===== src/rtl/core/iact_pkg.sv =====
// ============================================================================
// iact_pkg
// shared types, command and status codes for the in-flight conflict tracker
// ============================================================================
`timescale 1ns / 1ps
`default_nettype none

package iact_pkg;

  localparam int ADDR_BITS     = 24;
  localparam int PAIR_BITS     = 2 * ADDR_BITS;
  localparam int CMD_BITS      = 2;
  localparam int STATUS_BITS   = 2;
  localparam int COUNT_BITS    = 5;
  localparam int DEPTH_DEFAULT = 16;

  localparam logic [CMD_BITS-1:0] CMD_PUSH   = 2'd0;
  localparam logic [CMD_BITS-1:0] CMD_RETIRE = 2'd1;
  localparam logic [CMD_BITS-1:0] CMD_CHECK  = 2'd2;

  localparam logic [STATUS_BITS-1:0] STATUS_OK    = 2'd0;
  localparam logic [STATUS_BITS-1:0] STATUS_FULL  = 2'd1;
  localparam logic [STATUS_BITS-1:0] STATUS_EMPTY = 2'd2;

  typedef struct packed {
    logic [CMD_BITS-1:0]  command;
    logic [ADDR_BITS-1:0] operand_a_address;
    logic [ADDR_BITS-1:0] operand_b_address;
    logic [ADDR_BITS-1:0] check_address;
  } in_word_t;

  typedef struct packed {
    logic                   conflict;
    logic [STATUS_BITS-1:0] status;
    logic [COUNT_BITS-1:0]  in_flight_count;
  } out_word_t;

  // controller to datapath
  typedef struct packed {
    logic load_in;
    logic exec;
    logic scan;
    logic load_out;
  } ctrl_cmd_t;

  // datapath to controller
  typedef struct packed {
    logic scan_needed;
    logic scan_done;
    logic slot_free;
  } dp_status_t;

endpackage

`default_nettype wire


===== src/rtl/core/inflight_address_conflict_tracker.sv =====
// ============================================================================
// inflight_address_conflict_tracker
// fifo of in-flight operand address pairs with a load address conflict check
// ============================================================================
// usage
//   in channel : in_valid / in_stall carry one word per accepted edge; the
//                command field selects push (append operand pair), retire
//                (drop the oldest pair) or check (compare check_address)
//   out channel: out_valid / out_stall carry exactly one result word per
//                input word, in order: conflict flag, status, jobs in flight
//   sequence   : push, retire and unused codes go from execute straight to
//                the result hand-off; a check with jobs in flight first
//                scans the store, one ram read per stored entry, and stops
//                at the first match
//   pacing     : one word at a time, held off by in_stall until its result
//                is loaded; the scan uses the single read port of the store
//   reset      : rst_n low empties the fifo and drops any pending result;
//                the store itself is not cleared, only in-flight entries are
//                ever read
//   stall      : a stalled result holds in the output register; the next
//                word is still taken and worked on, and waits for the slot
// ============================================================================
`timescale 1ns / 1ps
`default_nettype none

module inflight_address_conflict_tracker #(
  parameter int DEPTH = iact_pkg::DEPTH_DEFAULT
) (
  input  wire logic               clk,
  input  wire logic               rst_n,
  input  wire logic               in_valid,
  output logic                    in_stall,
  input  wire iact_pkg::in_word_t in_word,
  output logic                    out_valid,
  input  wire logic               out_stall,
  output iact_pkg::out_word_t     out_word
);

  // command and status between the two halves
  iact_pkg::ctrl_cmd_t  cmd;
  iact_pkg::dp_status_t dp_status;

  // sequencer: idle, execute, scan store, hand result to output register
  iact_ctrl u_ctrl (
    .clk        (clk),
    .rst_n      (rst_n),
    .in_valid   (in_valid),
    .in_stall_r (in_stall),
    .status     (dp_status),
    .cmd        (cmd)
  );

  // pointers, operand ram, address compare and output register
  iact_dp #(
    .DEPTH (DEPTH)
  ) u_dp (
    .clk         (clk),
    .rst_n       (rst_n),
    .in_word     (in_word),
    .cmd         (cmd),
    .status      (dp_status),
    .out_stall   (out_stall),
    .out_valid_r (out_valid),
    .out_word_r  (out_word)
  );

endmodule

`default_nettype wire


===== src/rtl/core/iact_ram.sv =====
// ============================================================================
// iact_ram
// generic single write, single read ram with registered read data
// ============================================================================
`timescale 1ns / 1ps
`default_nettype none

module iact_ram #(
  parameter int WIDTH = iact_pkg::PAIR_BITS,
  parameter int DEPTH = iact_pkg::DEPTH_DEFAULT
) (
  input  wire logic                     clk,
  input  wire logic                     we,
  input  wire logic [$clog2(DEPTH)-1:0] waddr,
  input  wire logic [WIDTH-1:0]         wdata,
  input  wire logic                     re,
  input  wire logic [$clog2(DEPTH)-1:0] raddr,
  output logic      [WIDTH-1:0]         rdata_r
);

  logic [WIDTH-1:0] mem_r [DEPTH];

  always_ff @(posedge clk) begin
    if (we) begin
      mem_r[waddr] <= wdata;
    end
    if (re) begin
      rdata_r <= mem_r[raddr];
    end
  end

endmodule

`default_nettype wire


===== src/rtl/core/iact_dp.sv =====
// ============================================================================
// iact_dp
// datapath: fifo pointers, operand store, serial address scan, result word
// ============================================================================
`timescale 1ns / 1ps
`default_nettype none

module iact_dp #(
  parameter int DEPTH = iact_pkg::DEPTH_DEFAULT
) (
  input  wire logic                clk,
  input  wire logic                rst_n,
  input  wire iact_pkg::in_word_t  in_word,
  input  wire iact_pkg::ctrl_cmd_t cmd,
  output iact_pkg::dp_status_t     status,
  input  wire logic                out_stall,
  output logic                     out_valid_r,
  output iact_pkg::out_word_t      out_word_r
);

  localparam int IDX_W = $clog2(DEPTH);
  localparam int CNT_W = $clog2(DEPTH + 1);

  iact_pkg::in_word_t                in_r;
  logic [IDX_W-1:0]                  oldest_r, oldest_nxt;
  logic [IDX_W-1:0]                  next_r, next_nxt;
  logic [CNT_W-1:0]                  count_r, count_nxt;
  logic [IDX_W-1:0]                  scan_idx_r, scan_idx_nxt;
  logic [CNT_W-1:0]                  left_r, left_nxt;
  logic                              rd_valid_r;
  logic                              conflict_r, conflict_nxt;
  logic [iact_pkg::STATUS_BITS-1:0]  res_status_r, res_status_nxt;
  logic                              ram_we;
  logic                              ram_re;
  logic [iact_pkg::PAIR_BITS-1:0]    ram_rdata;
  logic                              hit;

  function automatic logic [IDX_W-1:0] advance(input logic [IDX_W-1:0] idx);
    return (idx == IDX_W'(DEPTH - 1)) ? '0 : idx + 1'b1;
  endfunction

  iact_ram #(
    .WIDTH (iact_pkg::PAIR_BITS),
    .DEPTH (DEPTH)
  ) u_ram (
    .clk     (clk),
    .we      (ram_we),
    .waddr   (next_r),
    .wdata   ({in_r.operand_b_address, in_r.operand_a_address}),
    .re      (ram_re),
    .raddr   (scan_idx_r),
    .rdata_r (ram_rdata)
  );

  // compare on the entry read in the previous cycle
  assign hit = rd_valid_r &&
               ((ram_rdata[iact_pkg::ADDR_BITS-1:0] == in_r.check_address) ||
                (ram_rdata[iact_pkg::PAIR_BITS-1:iact_pkg::ADDR_BITS] ==
                 in_r.check_address));

  assign status.scan_needed = (in_r.command == iact_pkg::CMD_CHECK) && (count_r != '0);
  assign status.scan_done   = rd_valid_r && (hit || (left_r == '0));
  assign status.slot_free   = !out_valid_r || !out_stall;

  assign ram_re = cmd.scan && (left_r != '0) && !status.scan_done;

  always_comb begin
    oldest_nxt     = oldest_r;
    next_nxt       = next_r;
    count_nxt      = count_r;
    scan_idx_nxt   = scan_idx_r;
    left_nxt       = left_r;
    conflict_nxt   = conflict_r;
    res_status_nxt = res_status_r;
    ram_we         = 1'b0;
    if (cmd.exec) begin
      res_status_nxt = iact_pkg::STATUS_OK;
      conflict_nxt   = 1'b0;
      scan_idx_nxt   = oldest_r;
      left_nxt       = count_r;
      case (in_r.command)
        iact_pkg::CMD_PUSH: begin
          if (count_r == CNT_W'(DEPTH)) begin
            res_status_nxt = iact_pkg::STATUS_FULL;
          end else begin
            ram_we    = 1'b1;
            next_nxt  = advance(next_r);
            count_nxt = count_r + 1'b1;
          end
        end
        iact_pkg::CMD_RETIRE: begin
          if (count_r == '0) begin
            res_status_nxt = iact_pkg::STATUS_EMPTY;
          end else begin
            oldest_nxt = advance(oldest_r);
            count_nxt  = count_r - 1'b1;
          end
        end
        default: begin
        end
      endcase
    end
    if (ram_re) begin
      scan_idx_nxt = advance(scan_idx_r);
      left_nxt     = left_r - 1'b1;
    end
    if (cmd.scan && hit) begin
      conflict_nxt = 1'b1;
    end
  end

  always_ff @(posedge clk) begin
    if (!rst_n) begin
      oldest_r    <= '0;
      next_r      <= '0;
      count_r     <= '0;
      rd_valid_r  <= 1'b0;
      out_valid_r <= 1'b0;
    end else begin
      oldest_r   <= oldest_nxt;
      next_r     <= next_nxt;
      count_r    <= count_nxt;
      rd_valid_r <= ram_re;
      if (cmd.load_out) begin
        out_valid_r <= 1'b1;
      end else if (!out_stall) begin
        out_valid_r <= 1'b0;
      end
    end
  end

  always_ff @(posedge clk) begin
    if (cmd.load_in) begin
      in_r <= in_word;
    end
    scan_idx_r   <= scan_idx_nxt;
    left_r       <= left_nxt;
    conflict_r   <= conflict_nxt;
    res_status_r <= res_status_nxt;
    if (cmd.load_out) begin
      out_word_r.conflict        <= conflict_r;
      out_word_r.status          <= res_status_r;
      out_word_r.in_flight_count <= iact_pkg::COUNT_BITS'(count_r);
    end
  end

endmodule

`default_nettype wire


===== src/rtl/core/iact_ctrl.sv =====
// ============================================================================
// iact_ctrl
// controller: sequences accept, execute, scan and result hand-off
// ============================================================================
`timescale 1ns / 1ps
`default_nettype none

module iact_ctrl (
  input  wire logic                 clk,
  input  wire logic                 rst_n,
  input  wire logic                 in_valid,
  output logic                      in_stall_r,
  input  wire iact_pkg::dp_status_t status,
  output iact_pkg::ctrl_cmd_t       cmd
);

  typedef enum logic [1:0] {
    ST_IDLE,
    ST_EXEC,
    ST_SCAN,
    ST_DONE
  } state_t;

  state_t state_r, state_nxt;

  always_comb begin
    state_nxt    = state_r;
    cmd          = '0;
    unique case (state_r)
      ST_IDLE: begin
        if (in_valid) begin
          cmd.load_in = 1'b1;
          state_nxt   = ST_EXEC;
        end
      end
      ST_EXEC: begin
        cmd.exec  = 1'b1;
        state_nxt = status.scan_needed ? ST_SCAN : ST_DONE;
      end
      ST_SCAN: begin
        cmd.scan = 1'b1;
        if (status.scan_done) begin
          state_nxt = ST_DONE;
        end
      end
      ST_DONE: begin
        if (status.slot_free) begin
          cmd.load_out = 1'b1;
          state_nxt    = ST_IDLE;
        end
      end
      default: begin
        state_nxt = ST_IDLE;
      end
    endcase
  end

  always_ff @(posedge clk) begin
    if (!rst_n) begin
      state_r    <= ST_IDLE;
      in_stall_r <= 1'b0;
    end else begin
      state_r    <= state_nxt;
      in_stall_r <= (state_nxt != ST_IDLE);
    end
  end

endmodule

`default_nettype wire


===== config.mk =====
export PLATFORM = sky130hd
export DESIGN_NAME = inflight_address_conflict_tracker
export DESIGN_NICKNAME = d
export VERILOG_FILES = /design/src/rtl/core/iact_pkg.sv /design/src/rtl/core/inflight_address_conflict_tracker.sv /design/src/rtl/core/iact_ram.sv /design/src/rtl/core/iact_dp.sv /design/src/rtl/core/iact_ctrl.sv
export SDC_FILE = /design/constraint.sdc
export NUM_CORES = 1
export LEC_CHECK = 0
export BUFFER_PORTS_ARGS = -buffer_cell sky130_fd_sc_hd__buf_2
export CAP_MARGIN = 25
export CORE_UTILIZATION = 38
export CTS_BUF_LIST = sky130_fd_sc_hd__clkbuf_8
export CTS_CLUSTER_SIZE = 40
export DETAILED_ROUTE_END_ITERATION = 16
export GPL_ROUTABILITY_DRIVEN = 1
export PLACE_DENSITY_LB_ADDON = 0.2
export SYNTH_ARGS = -nofsm -noshare
export SYNTH_HDL_FRONTEND = slang
export SYNTH_SLANG_ARGS = --single-unit

===== constraint.sdc =====
create_clock -name clk -period 9.15 [get_ports clk]
set_input_delay 1.3725 -clock clk [delete_from_list [all_inputs] [get_ports clk]]
set_output_delay 1.3725 -clock clk [all_outputs]
set_load 0.005 [all_outputs]

==> metrics.csv <==
metric,value,unit
cpMaxStageDelayCell,buf_4,
status,completed,
use_met2,28.06,%
worstHoldStart,u_dp.res_status_r[1],
ys_ff_latch,928,
cts_setup_buffers,0,
worstPathCellList,"buf_4, buf_16, buf_4, mux4_1, mux4_2",
initial_core_util,38.54,%
wl,84690,um
cts_made_buffers,152,
hold_end,u_dp.out_word_r[6],
drc,0,
die_h,307.8,um
synth_edf_count,909,
async_flop_share,0,%
grt_antenna_before_repair,6,
end_kind,flip-flop,
synth_ff_type,edfxtp_1,
gr-usage-met3,4.108,%
hold_viol,0,
drv_slew,0,
place_congestion,0.7569,
hp-class,reg -> reg,
path_delay_family,buffers and inverters,
post-route-period-util,36.77,%
cp-start-kind,flip-flop,
cts_max_level,4,
place_ws,5.412,ns
tightestPinTransition,1.060,ns
yosys.area_share.simple,1.524,%
cts_root_buf,clkbuf_8,
worst-r2r-setup-slack,5.79,ns
max_slew_margin,29.31,%
path_clk_slew,0.06,ns
drt_iter0_markers,1481,
fin_crit,3.364,ns
muxShareOfSynthArea,16.69,%
ios,88,
rr_endpoint,u_dp.u_ram.rdata_r[21],
fp-row-count,111,
worst_slack,5.786,ns
vias,15810,
die-area,0.09475,mm^2
dieWidth,307.8,um
nets,1743,
port-buffer-count,87,
postCtsHoldBufs,0,
p_leak,13.07,nW
synth_nets,1533,
fp.coreArea,0.09222,mm^2
wl_per_cell,28.16,um
path_class,reg -> reg,
grt_start_max_net_pins,141,
yosysUniqueCellTypes,47,
whs_path_depth,0,
synth_xor_area_share,1.405,%
syn-instance-count,1444,
cts_tree,yes,
top_usage_layer,met2,
firstDrtPassIters,5,
ys_warn_count,0,
cp_num_buf_inv,3,
areaGrowthSynthToFinish,12.59,%
detail-route-antenna-nets,0,
grt_pass1_wl,120600,um
rsz0062_at_grt,no,
cpMostUsedCell,buf_4,
rr_worst_depth,5,
holdWs,0.4260,ns
synth_area,0.03554,mm^2
worstPathArrival,3.89,ns
cts-resized-gates,0,
gr-total-overflow,0,
synth_compound_area_share,0.6231,%
place_hpwl,43030,um
seq_area_frac_synth,77.87,%
grt_pass1_vias,16520,
fin_skew,0.06305,ns
grtUsageTotal,18.27,%
met1_usage,26.14,%
critPathRequiredTime,9.68,ns
fmax,297.2,MHz
clk_latency,0.83,ns
power.density,217.4,mW/mm^2
synthAdderAreaFrac,0.4084,%
critPathMaxFanout,52,
clk_path_buf_depth,3,
fin_setup_tns,0,ns
syn_avg_cell_area,24.61,um^2
synth_top_family_by_area,multiplexers,
setup_viol,0,
cpPeakStageDelay,0.82,ns
maxCapViolCount,0,
cts_sinks,928,
vias_per_cell,5.255,
r2r_start,u_dp.scan_idx_r[0],
ir_drop,0.1339,mV
drive_above_1_share,25.40,%
## where the power goes
part / switching, mW / internal (mW) / leakage (nW)
clock: 1.63 / 1.58 / 1.57
sequential: 0.105 / 4.80 / 8.38
combinational: 0.314 / 0.276 / 3.11
## area by class of cell
class                      instances  area, um^2
fill                            7934       52200
sequential                       928       27680
multi-input combinational        444        7390
clock buffer                     154        2120
tap                             1243        1555
timing repair buffer             116       685.7
clock inverter                   110       540.5
inverter                          12       45.04
antenna                            1       2.502
## per-stage QoR
stage               cells  area [um^2]  utilization (%)  power [mW]
finish               3008        40010            43.39       8.699
detailed placement   2742        37320            40.47       5.589
global placement     2742        37320            40.47       5.581
CTS                  3006        39980            43.36       8.810
floorplan            1444        35540                -       5.370
global route         3008        40010            43.39       9.023
## per-layer routing
| metal | share of wire, % | up-vias |
|---|---|---|
| met5 | 0 | - |
| met4 | 1.8 | 0 |
| met3 | 6.0 | 114 |
| met2 | 47 | 504 |
| met1 | 45 | 8515 |
| li1 | - | 6675 |
## registers in the layout (all words and copies together), names as in the netlist
register and flops:
u_dp.res_status_r 2, u_dp.out_valid_r 1, u_ctrl.state_r 2, u_dp.u_ram.rdata_r 48
u_dp.oldest_r 4, u_dp.scan_idx_r 4, u_dp.rd_valid_r 1, u_dp.out_word_r 8
u_ctrl.in_stall_r 1, u_dp.u_ram.mem_r 768, u_dp.count_r 5, u_dp.left_r 5
u_dp.in_r 74, u_dp.conflict_r 1, u_dp.next_r 4
## synthesized netlist by cell type, drive strengths merged, types with 3 or more instances
master	n	area, um^2
nor2b	9	56.30
clkbuf	28	105.1
nand2b	3	18.77
nor3	6	30.03
ha	10	125.1
mux4	240	5811
and3	3	18.77
xor2	53	464.2
mux2	6	82.58
inv	12	45.04
o22ai	3	25.02
xnor2	4	35.03
and2	24	150.1
nand3	5	25.02
nor2	10	37.54
mux2i	4	40.04
o21ai	7	35.03
nor4	14	102.6
edfxtp	909	27300
a21boi	3	22.52
a31oi	3	18.77
a21oi	10	50.05
nand2	13	48.80
buf	32	372.8
dfxtp	19	380.4
## placed cells by master (no fill, tap or decap), drive strengths merged, types with 7 or more instances in the layout
master,netlist,layout
edfxtp,909,909
mux4,240,240
clkbuf,28,154
buf,32,116
inv,12,79
xor2,53,53
clkinv,0,40
and2,24,24
dfxtp,19,19
nor4,14,14
nand2,13,13
nor2,10,10
a21oi,10,10
ha,10,10
nor2b,9,9
o21ai,7,7
## cell families after synthesis
kind of cell | Yosys count
compound gates | 32
xor+xnor | 57
buf+inv | 72
flops | 928
mux | 250
fa+ha+maj | 11
simple gates | 94
## worst max-delay path by stage
stage          depth (start not counted)                endpoint  slack (ns)          startpoint
2_1_floorplan                          4       u_ctrl.state_r[0]        5.54            in_valid
3_3_place_gp                           4  u_dp.u_ram.rdata_r[10]        5.41  u_dp.scan_idx_r[0]
3_5_place_dp                           4  u_dp.u_ram.rdata_r[10]        5.41  u_dp.scan_idx_r[0]
4_1_cts                                4  u_dp.u_ram.rdata_r[10]        5.44  u_dp.scan_idx_r[0]
5_1_grt                                5  u_dp.u_ram.mem_r[3][4]        5.61   u_ctrl.state_r[1]
6_report                               5  u_dp.u_ram.rdata_r[21]        5.79  u_dp.scan_idx_r[0]
## worst reg2reg max path, cell delays in order (launching register included)
cell	delay (ns)
edfxtp_1	0.32
buf_4	0.27
buf_16	0.32
buf_4	0.85
mux4_1	0.78
mux4_2	0.58
(Power assumes the default switching activity.)
